**src/hw/rtl/sgm_pkg.sv**
```systemverilog
package sgm_pkg;

	localparam int unsigned MAX_WIDTH_DEF  = 1024;
	localparam int unsigned MAX_HEIGHT_DEF = 4096;

	localparam int unsigned PIX_W    = 8;
	localparam int unsigned FW_W     = 11;
	localparam int unsigned FH_W     = 13;
	localparam int unsigned CFG_W    = 13;
	localparam int unsigned COL_W    = 10;
	localparam int unsigned ROW_W    = 12;
	localparam int unsigned GRAD_W   = 12;  // signed, |grad| <= 1020
	localparam int unsigned SQ_W     = 20;  // one square
	localparam int unsigned ENERGY_W = 21;  // sum of two squares
	localparam int unsigned ROOT_STEPS = (ENERGY_W + 1) / 2;
	localparam int unsigned STEP_W     = $clog2(ROOT_STEPS + 1);

	localparam logic CFG_FRAME_WIDTH  = 1'b0;
	localparam logic CFG_FRAME_HEIGHT = 1'b1;

	localparam logic [FW_W-1:0] FRAME_WIDTH_RST  = FW_W'(640);
	localparam logic [FH_W-1:0] FRAME_HEIGHT_RST = FH_W'(480);

	typedef struct packed {
		logic [PIX_W-1:0] upper;
		logic [PIX_W-1:0] middle;
	} line_pair_t;

	typedef enum logic [2:0] {
		ST_IDLE,
		ST_READ,
		ST_MUL,
		ST_START,
		ST_ROOT,
		ST_EMIT
	} state_t;

endpackage

```
**src/hw/rtl/sgm_isqrt.sv**
```systemverilog
module sgm_isqrt (
	input  logic                          clk,
	input  logic                          arst_n,
	input  logic                          start,
	input  logic [sgm_pkg::ENERGY_W-1:0]  radicand,
	output logic                          done,
	output logic [sgm_pkg::PIX_W-1:0]     root
);

	localparam int unsigned EW = sgm_pkg::ENERGY_W;
	localparam logic [EW-1:0] TOP_BIT = EW'(1) << (2 * (sgm_pkg::ROOT_STEPS - 1));

	logic [EW-1:0] v_q, res_q, bit_q;
	logic [sgm_pkg::STEP_W-1:0] steps_q;
	logic busy_q, done_q;
	logic [EW-1:0] trial;

	assign trial = res_q + bit_q;
	assign done  = done_q;
	assign root  = res_q[sgm_pkg::PIX_W-1:0];

	always_ff @(posedge clk or negedge arst_n) begin
		if (!arst_n) begin
			busy_q  <= 1'b0;
			done_q  <= 1'b0;
			steps_q <= '0;
		end else begin
			done_q <= 1'b0;
			if (start) begin
				busy_q  <= 1'b1;
				steps_q <= sgm_pkg::STEP_W'(sgm_pkg::ROOT_STEPS);
			end else if (busy_q) begin
				steps_q <= steps_q - 1'b1;
				if (steps_q == sgm_pkg::STEP_W'(1)) begin
					busy_q <= 1'b0;
					done_q <= 1'b1;
				end
			end
		end
	end

	// one result bit per cycle
	always_ff @(posedge clk) begin
		if (start) begin
			v_q   <= radicand;
			res_q <= '0;
			bit_q <= TOP_BIT;
		end else if (busy_q) begin
			if (v_q >= trial) begin
				v_q   <= v_q - trial;
				res_q <= (res_q >> 1) + bit_q;
			end else begin
				res_q <= res_q >> 1;
			end
			bit_q <= bit_q >> 2;
		end
	end

endmodule

```
**config.mk**
```make
export PLATFORM = sky130hd
export DESIGN_NAME = sgm_isqrt
export DESIGN_NICKNAME = d
export VERILOG_FILES = /design/src/hw/rtl/sgm_pkg.sv /design/src/hw/rtl/sgm_isqrt.sv
export SDC_FILE = /design/constraint.sdc
export NUM_CORES = 1
export LEC_CHECK = 0
export BUFFER_PORTS_ARGS = -buffer_cell sky130_fd_sc_hd__buf_4
export CELL_PAD_IN_SITES_DETAIL_PLACEMENT = 0
export CELL_PAD_IN_SITES_GLOBAL_PLACEMENT = 1
export CORE_MARGIN = 2
export CORE_UTILIZATION = 35
export CTS_CLUSTER_SIZE = 10
export DETAILED_ROUTE_END_ITERATION = 8
export PLACE_DENSITY = 0.63
export SLEW_MARGIN = 15
export SYNTH_ARGS = -nofsm -noshare
export SYNTH_HDL_FRONTEND = slang
export SYNTH_SLANG_ARGS = --single-unit
```
**constraint.sdc**
```tcl
create_clock -name clk -period 6.23 [get_ports clk]
set_clock_uncertainty 0.1 [all_clocks]
set_input_delay 0.3115 -clock clk [delete_from_list [all_inputs] [get_ports clk]]
set_output_delay 0.3115 -clock clk [all_outputs]
set_load 0.005 [all_outputs]
```
Yosys cells after proc, flatten, opt, wreduce, memory -nomap -nowiden
Index checks and enable logic that the tools add are counted.
{ "word_totals": {"register_bits": 59, "latchBits": 0, "ramBits": 0, "rom_bits": 0, "wordCells": 27, "memories": 0} }
{ "op_classes": {"addsub": 4, "multipliers": 0, "div": 0, "order_cmp": 1, "n_eq_ne": 1, "n_shift": 0, "mux": 12, "n_bitwise": 0, "reduce_logical": 3} }
{ "ops": {"columns": ["op", "count"], "rows": [
  ["2-to-1 mux 21 bit", 4],
  ["adder 20 x 21 -> 21 bit", 1],
  ["adder 21 bit", 1],
  [">= comparator 21 bit", 1],
  ["subtractor 21 bit", 1],
  ["2-to-1 mux 4 bit", 2],
  ["2-to-1 mux 1 bit", 6],
  ["== test 4 x 1 -> 1 bit (second input constant)", 1],
  ["nonzero test 2 bit", 2],
  ["subtractor 4 x 1 -> 4 bit (second input constant)", 1],
  ["AND reduction 2 bit", 1]
]} }

Depth between registers and ports, before layout
Gate-level depths: netlist of run 1.
{ "logic_depth": {"depth_word": 5, "ltp_mapped": 18, "ltp_nobuf": 17} }

Worst setup path before layout of run 1
Ideal clock, no wire load.
{ "synth_timing": {"kind": "register -> register", "start": "reg res_q[0]", "end": "reg v_q[0] (enable)", "setup_ps": 403, "arrival_time_ps": 4731, "required_time_ps": 5727, "path_slack_ps": 996, "stages_incl_launch_ff": 18, "path_cell_list": "dfxtp_1 -> ha_1 -> ha_1 -> a21o_1 -> a31o_2 -> a31oi_1 -> o21bai_1 -> a32oi_1 -> a21bo_2 -> xor2_1 -> ha_1 -> clkbuf_1 -> nand2_1 -> or4_4 -> a31oi_4 -> nor3_4 -> buf_6 -> o21bai_1"} }
{ "synth_via": {"elab_chain_cells": 4} }
{ "synth_rtl": {"columns": ["item", "line", "source"], "rows": [
  ["start, declared", "sgm_isqrt.sv:13", "logic [EW-1:0] v_q, res_q, bit_q;"],
  ["start signal, assigned", "sgm_isqrt.sv:51", "res_q <= (res_q >> 1) + bit_q;"],
  ["start signal, assigned", "sgm_isqrt.sv:53", "res_q <= res_q >> 1;"],
  ["adder 21 bit", "sgm_isqrt.sv:18", "assign trial = res_q + bit_q;"],
  [">= comparator 21 bit", "sgm_isqrt.sv:49", "if (v_q >= trial) begin"],
  ["nonzero test 2 bit (no line)", null, null],
  ["AND reduction 2 bit (no line)", null, null],
  ["end signal, assigned", "sgm_isqrt.sv:45", "v_q <= radicand;"],
  ["end signal, assigned", "sgm_isqrt.sv:50", "v_q <= v_q - trial;"],
  ["end, declared", "sgm_isqrt.sv:13", null]
]} }
No other way between the ends.
A chain may end at the register's enable or synchronous reset.

Worst setup path in the final report of run 1
{ "layout_timing": {"start": "reg res_q[2]", "end": "reg v_q[14] (enable)"} }
The elaborated chain is that of the path after synthesis.

==> results of run 1 <==
==> stage by stage <==
stage | power [uW] | util, %
6_report | 2310 | 40.8
5_1_grt | 2480 | 40.8
4_1_cts | 2330 | 40.7
3_5_place_dp | 1770 | 38.2
3_3_place_gp | 1770 | 38.2
2_1_floorplan | 1490 | -
==> area by class of cell <==
class | instances | area [sq um]
Clock buffer | 13 | 303
Clock inverter | 3 | 22.5
Fill cell | 1382 | 7840
Inverter | 15 | 56.3
Multi-Input combinational cell | 441 | 3110
Sequential cell | 59 | 1420
Tap cell | 176 | 220
Timing Repair Buffer | 36 | 273
==> per-layer routing <==
metal	up-vias	global-route usage, %	wire (microns)	part of all wire [%]
met4	0	7.27	255	2.1
met2	75	26.8	5280	44
li1	2046	-	-	-
met1	1807	24.4	6090	51
met3	15	2.69	395	3.3
met5	-	0	0	0
==> critical path: cells and delay by family, from the launching register on <==
kind | cells | cell delay [ns]
fa+ha+maj | 2 | 0.75
flops | 1 | 0.46
compound gates | 8 | 2.32
simple gates | 3 | 0.79
xor+xnor | 1 | 0.06
==> final timing paths <==
path	start	endpoint	cells past startpoint
max reg2reg	res_q[2]	v_q[14]	14
max in group asynchronous	arst_n	steps_q[3]	2
max	res_q[2]	v_q[14]	14
min	radicand[8]	v_q[8]	3
min reg2reg	res_q[14]	res_q[14]	2
min in group asynchronous	arst_n	done	2
==> cell usage after synthesis (all sizes together) (2+ instances only) <==
| cell | n | area [sq um] |
|---|---|---|
| and4 | 3 | 27.5 |
| nor3 | 7 | 46.3 |
| a211oi | 11 | 82.6 |
| o31a | 3 | 26.3 |
| clkbuf | 21 | 80.1 |
| and2 | 2 | 13.8 |
| buf | 10 | 82.6 |
| or3 | 3 | 18.8 |
| a22oi | 2 | 15.0 |
| o32ai | 4 | 35.0 |
| o21a | 4 | 30.0 |
| dfxtp | 32 | 641 |
| mux2 | 2 | 22.5 |
| a211o | 2 | 17.5 |
| or4 | 3 | 26.3 |
| xor2 | 29 | 254 |
| o31ai | 5 | 37.5 |
| a21o | 14 | 105 |
| o22ai | 2 | 12.5 |
| dfrtp | 6 | 150 |
| a32oi | 2 | 17.5 |
| and3 | 4 | 25.0 |
| ha | 45 | 563 |
| nor2b | 5 | 31.3 |
| o21ai | 52 | 260 |
| o21bai | 6 | 45.0 |
| a21oi | 28 | 140 |
| nor4 | 3 | 18.8 |
| mux2i | 23 | 230 |
| nand3 | 8 | 40.0 |
| nand2b | 8 | 50.1 |
| nand2 | 65 | 244 |
| nor2 | 31 | 116 |
| a31oi | 14 | 103 |
| a21boi | 2 | 15.0 |
| edfxtp | 21 | 631 |
| xnor2 | 22 | 193 |
| nand4 | 8 | 50.1 |
| inv | 15 | 56.3 |
| o221ai | 2 | 17.5 |
==> kinds of logic after synthesis <==
family / count (synthesis) / synth area share [%]
AOI/OAI and AO/OA: 165 / 22.6
muxes: 25 / 5.34
adders and majority gates: 46 / 12.3
xor gates and xnor gates: 51 / 9.43
buffers and inverters: 46 / 4.62
DFF: 59 / 30.0
and+or+nand+nor: 154 / 15.6
==> registers in the layout, summed over array words and instances (netlist names) <==
register / cells
bit_q: 11
v_q: 21
busy_q: 1
steps_q: 4
done: 1
res_q: 21
==> power by group through the flow <==
stage	clock network (uW)	logic [uW]	registers, uW
floorplan	0	909	585
global route	564	1290	623
detailed placement	0	1150	617
finish	539	1160	611
CTS	551	1160	611
global placement	0	1160	618
==> impl_metrics.ini, run 1 <==
[clock_tree]
cts_htree_levels = 3
cts_max_path_buffers = 2
cts_num_sinks = 59
cts.reportedPaths.clkPinSlew_ns = 0.06
cts.hold.buffers_added = 1
cts-resized-gates = 0
clk-insertion-delay-late_ns = 0.35
clock-root-buffer = sky130_fd_sc_hd__clkbuf_16
cts_setup_buffers = 0
cts_tree = done
cts-buffers-inserted = 9

[sta]
fin_ws_ns = 1.37
post-route-period-util_pct = 78.0
timing.hold.ws_ns = 0.147
rsz0062_at_grt = false
slew-limit-headroom_pct = 49.1
maxClockFrequency_mhz = 206
fin_crit_ns = 4.86
setup-tns-final_ns = 0
finalSetupViolCount = 0
finalHoldViolCount = 0
worst-slew-pin-transition_ns = 0.763
final-max-slew-violation-count = 0

[finish]
area_delta_synth_final_pct = 14.1
finalNetCount = 632
most_frequent_standard_cell_in_the_layout_excluding_fill_and_tap_cells = sky130_fd_sc_hd__nand2_1
post_route_cells_drive_above_1_share_pct = 11.1
instances_no_fill = 743
layout.cell_area.non_filler_sq_mm = 0.00540
antenna-diode-count = 0
final_cell_mix = sky130_fd_sc_hd__nand2_1, sky130_fd_sc_hd__o21ai_0, sky130_fd_sc_hd__ha_1

[flow_run]
max_cap_violations = 0

[synth]
synth_edf_count = 21
post_synth.cell_area_avg_sq_um = 8.67
synth.yosys.seq_area_share_pct = 30.0
ys.flop_type = sky130_fd_sc_hd__dfxtp_1
post_synth_instance_area_sq_mm = 0.00473
share_of_async_settable_or_async_resettable_flops_after_synthesis_pct = 10.2
yosysWarnings = 0
synthesis.nets = 616
synthCells = 546
yosys_register_bits = 59
synth.lib_cells_used.distinct = 65

[worst_setup_path]
start_kind = flip-flop
cp_max_fanout = 21
timing.critical_path.to_type = flip-flop
setup.worst_path.class = reg -> reg
cp_data_required_time_ns = 6.10
cp_data_arrival_time_ns = 4.73
path_common_cell = sky130_fd_sc_hd__ha_1
timing.reg2reg.setup_slack_ns = 1.37
worstPathCellList = ha_1 > a21o_1 > a31o_2 > a31oi_1 > o21bai_1 > a32oi_1 > a21bo_2 > xor2_1 > ha_1 > nand2_1 > or4_4 > a31oi_4 > nor3_4 > o21bai_4
timing.critical_path.slowest_stage_cell = sky130_fd_sc_hd__or4_4
critPathMaxStageDelay_ns = 0.57

[route]
detail-route-antenna-nets = 0
initialDrtViolationCount = 203
via_density_per_instance = 5.31
first_pass_iters = 5
wirelength_mm = 12.0
num_vias = 3943
post_drt_wl_per_cell_microns = 16.2
detail_route.drc_violations = 0

[grt]
grt_pass1_vias = 3847
pin_count_of_the_biggest_net_entering_global_routing = 72
antenna_found_initial = 0
grt_first_pass_wirelength_mm = 19.6
groute.usage.overall_pct = 17.5
grt-ovfl-total = 0

[die]
die-height_microns = 120
row_count = 42
ios = 33
initial_core_util_pct = 35.8
dieArea_sq_mm = 0.0145
die_width_microns = 120
floorplan.core_area_sq_mm = 0.0132

[status]
status = complete, no violations

[placement]
detailedPlacementHpwl_mm = 8.91
port_buffers = 32
place.gp.congestion = 0.856
placed_cell_area_sq_mm = 0.00506
place_inst = 726
worst_slack_at_placement_ns = 0.986

[power]
vdd.ir_drop.worst_uv = 160
power.share.switching_pct = 41.5
cellInternalPower_uw = 1350
power_per_cell_area_mw_per_mm2 = 428
power.combinational.fraction_pct = 50.2
leakage_uw = 0.00225
power_frac_seq_pct = 26.4
power.share.clock_pct = 23.3
net-switching-power_uw = 958

[hold_path]
hold_path.class = in -> reg
(Power assumes the default switching activity.)
==> run 2: changes to the inputs <==
Settings changed: ABC_AREA from default to 1, PLACE_DENSITY 0.63 to 0.69.
Clock period 6.23 ns to 4.25 ns, I/O delays scaled along.
==> impl_metrics.ini, run 2 <==
[status]
status = complete, no violations

[synth]
synth_compound_gate_area_share_pct = 12.2
synth_xor_area_share_pct = 4.25
synth_area_leader_cell = sky130_fd_sc_hd__nand2_1
synthesis.nets = 946
main_combinational_cell_family_by_area_after_synthesis = simple AND/OR/NAND/NOR gates
yosysWarnings = 0
synth_area_leaders = sky130_fd_sc_hd__nand2_1, sky130_fd_sc_hd__dfxtp_1, sky130_fd_sc_hd__edfxtp_1
yosys_register_bits = 59
post_synth_instance_area_sq_mm = 0.00556
synth_edf_count = 21
synthCells = 876
synthDominantCellAreaShare_pct = 19.4
post_synth_fa_ha_maj_area_fraction_pct = 10.5
share_of_async_settable_or_async_resettable_flops_after_synthesis_pct = 10.2
synthSimpleGateAreaFrac_pct = 37.0
synth.yosys.seq_area_share_pct = 25.6
ys.flop_type = sky130_fd_sc_hd__dfxtp_1
synth.lib_cells_used.distinct = 43
yosysMostFrequentCell = sky130_fd_sc_hd__nand2_1
ys_top_cells_by_count = sky130_fd_sc_hd__nand2_1, sky130_fd_sc_hd__inv_1, sky130_fd_sc_hd__nand3_1, sky130_fd_sc_hd__nor2_1, sky130_fd_sc_hd__ha_1
post_synth.cell_area_avg_sq_um = 6.35
post_synth_mux_area_share_pct = 0

[finish]
finalNetCount = 975
regArea_sq_mm = 0.00142
filler_cell_count = 1710
final_core_util_pct = 40.3
area_delta_synth_final_pct = 14.0
most_frequent_standard_cell_in_the_layout_excluding_fill_and_tap_cells = sky130_fd_sc_hd__nand2_1
instances_no_fill = 1126
multi_input_comb_area_sq_mm = 0.00357
final_cell_mix = sky130_fd_sc_hd__nand2_1, sky130_fd_sc_hd__inv_1, sky130_fd_sc_hd__nand3_1
post_route_cells_drive_above_1_share_pct = 9.01
largest_registers_ranked_by_flip_flop_count = res_q (21), v_q (21), bit_q (11)
antenna-diode-count = 0

[worst_setup_path]
start_kind = flip-flop
cp_data_arrival_time_ns = 3.77
cp_max_fanout = 21
critPathMaxStageDelay_ns = 0.39
critical_path.reg2reg.startpoint = res_q[4]
setup.worst_path.class = reg -> reg
timing.critical_path.slowest_stage_cell = sky130_fd_sc_hd__ha_1
worstPathCellList = ha_1 > nand2_1 > nor2_1 > a21oi_1 > o21ai_1 > a21oi_1 > xor2_1 > ha_1 > nand2_1 > nor3_2 > nand2_1 > nand2_2 > nand2_4 > a31oi_2 > buf_12
timing.critical_path.to_type = flip-flop
path_common_cell = sky130_fd_sc_hd__nand2_1
cp_data_required_time_ns = 4.21
timing.critical_path.from = res_q[4]

[placement]
port_buffers = 32
place_inst = 1109
place.gp.congestion = 0.867
detailedPlacementHpwl_mm = 13.5

[grt]
groute.usage.overall_pct = 21.2
antenna_found_initial = 0
grt-ovfl-total = 0
pin_count_of_the_biggest_net_entering_global_routing = 35
grt_pass1_vias = 5121
grt_first_pass_wirelength_mm = 27.6

[power]
power.combinational.fraction_pct = 60.8
power.share.clock_pct = 17.3
power_per_cell_area_mw_per_mm2 = 700
net-switching-power_uw = 2160
leakage_uw = 0.00307
power_frac_seq_pct = 21.9
cellInternalPower_uw = 2280
power.share.switching_pct = 48.6
vdd.ir_drop.worst_uv = 309

[clock_tree]
clk-insertion-delay-late_ns = 0.35
cts_tree = done
cts_max_path_buffers = 2
cts.hold.buffers_added = 1
cts_num_sinks = 59
cts-resized-gates = 0
cts-buffers-inserted = 9
clock-root-buffer = sky130_fd_sc_hd__clkbuf_16
cts_setup_buffers = 0
cts_htree_levels = 3
cts.reportedPaths.clkPinSlew_ns = 0.06

[sta]
setup-tns-final_ns = 0
finalHoldViolCount = 0
slew-limit-headroom_pct = 50.4
timing.hold.ws_ns = 0.0280
maxClockFrequency_mhz = 262
worst-slew-pin-transition_ns = 0.737
fin_crit_ns = 3.82
finalSetupViolCount = 0
post-route-period-util_pct = 89.8
final-max-slew-violation-count = 0
rsz0062_at_grt = false

[route]
maxUsedRoutingLayer = met4
route.layer.met1.wl_mm = 9.03
num_vias = 5477
initialDrtViolationCount = 350
detail_route.drc_violations = 0
first_pass_iters = 5
detail-route-antenna-nets = 0
dr_wl_met3_microns = 768
wirelength_mm = 17.1
via_density_per_instance = 4.86
post_drt_wl_per_cell_microns = 15.2
routed-wl-met2_mm = 7.09

[flow_run]
max_cap_violations = 0

[hold_path]
worstHoldStart = radicand[8]
hold_path.class = in -> reg

[die]
ios = 33
row_count = 46
initial_core_util_pct = 35.4
floorplan.core_area_sq_mm = 0.0157
die-height_microns = 130
die_width_microns = 130
dieArea_sq_mm = 0.0169
-- run 2: changes by cell type after synthesis, moves of 13 or more --
cell,before,now
sky130_fd_sc_hd__inv_1,15,112
sky130_fd_sc_hd__xor2_1,29,8
sky130_fd_sc_hd__nand3_1,8,80
sky130_fd_sc_hd__nor2_1,31,65
sky130_fd_sc_hd__mux2i_1,23,0
sky130_fd_sc_hd__nand2_1,65,288
sky130_fd_sc_hd__a21oi_1,28,44
sky130_fd_sc_hd__a21o_1,14,1
-- run 2: worst max-delay path: cells and delay by family (launching register included) --
| family | cells | cell delay (ns) |
|---|---|---|
| flops | 1 | 0.38 |
| simple gates | 7 | 1.03 |
| xor+xnor | 1 | 0.18 |
| compound gates | 4 | 0.84 |
| buf+inv | 1 | 0.21 |
| fa+ha+maj | 2 | 0.74 |
-- run 2: final cells by class --
class / count / share of cell area [%]
tap: 216 / 4.26
sequential: 59 / 22.4
inverter: 116 / 6.87
multi-input combinational: 676 / 56.3
clock buffer: 13 / 4.60
timing repair buffer: 43 / 5.33
clock inverter: 3 / 0.257
-- run 2: logic make-up (layout without fill, tap and decap cells) --
kind of cell	after synthesis	in the layout
AND/OR/NAND/NOR	481	481
buffers and inverters	141	175
AO/OA/AOI/OAI	122	122
flip-flops	59	59
adder cells (fa/ha/maj)	46	46
XOR/XNOR	27	27
-- run 2: final timing paths --
| path | cells after the start | endpoint | slack (ns) |
|---|---|---|---|
| min in group asynchronous | 2 | steps_q[0] | 0.10 |
| hold / removal | 3 | v_q[8] | 0.03 |
| setup reg to reg | 15 | v_q[0] | 0.43 |
| setup / recovery | 15 | v_q[0] | 0.43 |
| max in group asynchronous | 2 | busy_q | 3.84 |
| hold reg to reg | 2 | res_q[0] | 0.39 |
-- run 2: through the flow --
step	instance area [sq um]	power, uW	setup slack, ns
after floorplan	5570	3000	0.469
after global placement	6020	3680	0.385
after detailed placement	6020	3680	0.459
after CTS	6340	4470	0.445
after global routing	6340	4900	0.0648
final	6340	4440	0.434
-- run 2: power by group through the flow --
stage | combinational (uW) | clock [uW] | sequential [uW]
floorplan | 2060 | 0 | 935
global placement | 2700 | 0 | 987
detailed placement | 2690 | 0 | 986
CTS | 2700 | 788 | 974
global route | 3090 | 806 | 995
finish | 2700 | 767 | 973
-- run 2: routing by layer --
layer  up-vias  GRT usage [%]
met3        18           3.81
met4         0           5.50
met1      2442           32.0
met5         -              0
met2       111           31.0
li1       2906              -
==> run 3: changes to the inputs <==
Settings changed: CORE_UTILIZATION 35 to 40, PLACE_DENSITY 0.69 to 0.78.
==> impl_metrics.ini, run 3 (same netlist as run 2, synthesis figures left out) <==
[sta]
finalSetupViolCount = 0
worst-slew-pin-transition_ns = 0.827
setup-tns-final_ns = 0
slew-limit-headroom_pct = 44.3
post-route-period-util_pct = 91.0
timing.hold.ws_ns = 0.0427
maxClockFrequency_mhz = 259
rsz0062_at_grt = false
final-max-slew-violation-count = 0
finalHoldViolCount = 0
fin_crit_ns = 3.87

[finish]
filler_cell_count = 1512
post_route_cells_drive_above_1_share_pct = 8.79
final_cell_mix = sky130_fd_sc_hd__nand2_1, sky130_fd_sc_hd__inv_1, sky130_fd_sc_hd__nand3_1
layout.cell_area.non_filler_sq_mm = 0.00624
most_frequent_standard_cell_in_the_layout_excluding_fill_and_tap_cells = sky130_fd_sc_hd__nand2_1
final_core_util_pct = 45.5
largest_registers_ranked_by_flip_flop_count = res_q (21), v_q (21), bit_q (11)
antenna-diode-count = 0
area_delta_synth_final_pct = 12.3
finalNetCount = 976

[placement]
place.gp.congestion = 0.918
placed_cell_area_sq_mm = 0.00597
detailedPlacementHpwl_mm = 13.3
port_buffers = 32

[power]
total_power_uw = 4390
leakage_uw = 0.00304
vdd.ir_drop.worst_uv = 389
power_per_cell_area_mw_per_mm2 = 702

[grt]
antenna_found_initial = 0
grt_pass1_vias = 5310
grt-ovfl-total = 0
groute.usage.overall_pct = 23.6
grt_first_pass_wirelength_mm = 26.9
pin_count_of_the_biggest_net_entering_global_routing = 35

[die]
row_count = 43
ios = 33
dieArea_sq_mm = 0.0149
floorplan.core_area_sq_mm = 0.0137
initial_core_util_pct = 40.5
die-height_microns = 122
die_width_microns = 122

[route]
via_density_per_instance = 5.16
post_drt_wl_per_cell_microns = 15.5
detail_route.drc_violations = 0
first_pass_iters = 5
wirelength_mm = 16.9
initialDrtViolationCount = 389
detail-route-antenna-nets = 0
num_vias = 5622

[worst_setup_path]
path_common_cell = sky130_fd_sc_hd__nand2_1
worstPathCellList = ha_1 > nand2_1 > o21ai_0 > nand2_1 > o211ai_1 > inv_1 > nand3_1 > xor2_1 > ha_1 > nand2_1 > nor3_1 > and2_1 > nand2_4 > a31oi_2 > buf_4
cp_max_fanout = 17
cp_data_arrival_time_ns = 3.80
rr_endpoint = v_q[3]
timing.critical_path.to_type = flip-flop
timing.critical_path.from = res_q[12]
start_kind = flip-flop
timing.reg2reg.setup_slack_ns = 0.38
critical_path.endpoint = v_q[3]
critical_path.reg2reg.startpoint = res_q[12]
timing.critical_path.slowest_stage_cell = sky130_fd_sc_hd__ha_1
setup.worst_path.class = reg -> reg
cp_data_required_time_ns = 4.18
depth_of_the_most_critical_reg_to_reg_path = 15
critPathMaxStageDelay_ns = 0.40

[clock_tree]
cts.hold.buffers_added = 1
cts_htree_levels = 3
cts-resized-gates = 0
cts_setup_buffers = 0
cts-buffers-inserted = 9
cts_tree = done
clock-root-buffer = sky130_fd_sc_hd__clkbuf_16
cts_num_sinks = 59
cts.reportedPaths.clkPinSlew_ns = 0.05
cts_max_path_buffers = 2
clk-insertion-delay-late_ns = 0.34

[hold_path]
worstHoldStart = radicand[9]
hold_path.class = in -> reg
whs_path_depth = 3

[status]
status = complete, no violations

[flow_run]
max_cap_violations = 0
==> run 3: through the flow <==
step | worst slack, ns | std cells
after global routing | 0.176 | 1090
after detailed placement | 0.513 | 1074
final | 0.383 | 1090
after global placement | 0.503 | 1074
after floorplan | 0.469 | 876
after CTS | 0.476 | 1090
==> run 3: worst max-delay path: cells and delay by family, from the launching register on <==
kind            cells  cell delay, ns
buf+inv             2            0.33
flops               1            0.38
simple gates        7            1.08
fa+ha+maj           2            0.76
xor+xnor            1            0.12
compound gates      3            0.78
==> run 3: worst min-delay path by stage <==
stage                  to
2_1_floorplan      busy_q
3_3_place_gp   steps_q[2]
3_5_place_dp   steps_q[2]
4_1_cts            v_q[9]
5_1_grt            v_q[7]
6_report           v_q[9]
==> run 3: report_power, final <==
part           internal [uW]  switching, uW  total, uW
Sequential               831            143        974
Combinational            979           1760       2740
Clock                    404            269        673
Total                   2210           2170       4390
==> run 3: per-layer routing <==
metal	track usage, %	share of wire (%)
met5	0	0
met4	7.11	1.8
met3	4.63	4.8
met2	37.9	45
met1	32.0	49
==> run 3: final cells by class <==
| class | count | area (sq um) | share of cell area [%] |
|---|---|---|---|
| Inverter | 116 | 435 | 6.98 |
| Clock buffer | 12 | 246 | 3.95 |
| Tap cell | 180 | 225 | 3.61 |
| Multi-Input combinational cell | 676 | 3570 | 57.1 |
| Sequential cell | 59 | 1420 | 22.8 |
| Clock inverter | 3 | 15.0 | 0.241 |
| Timing Repair Buffer | 44 | 333 | 5.33 |
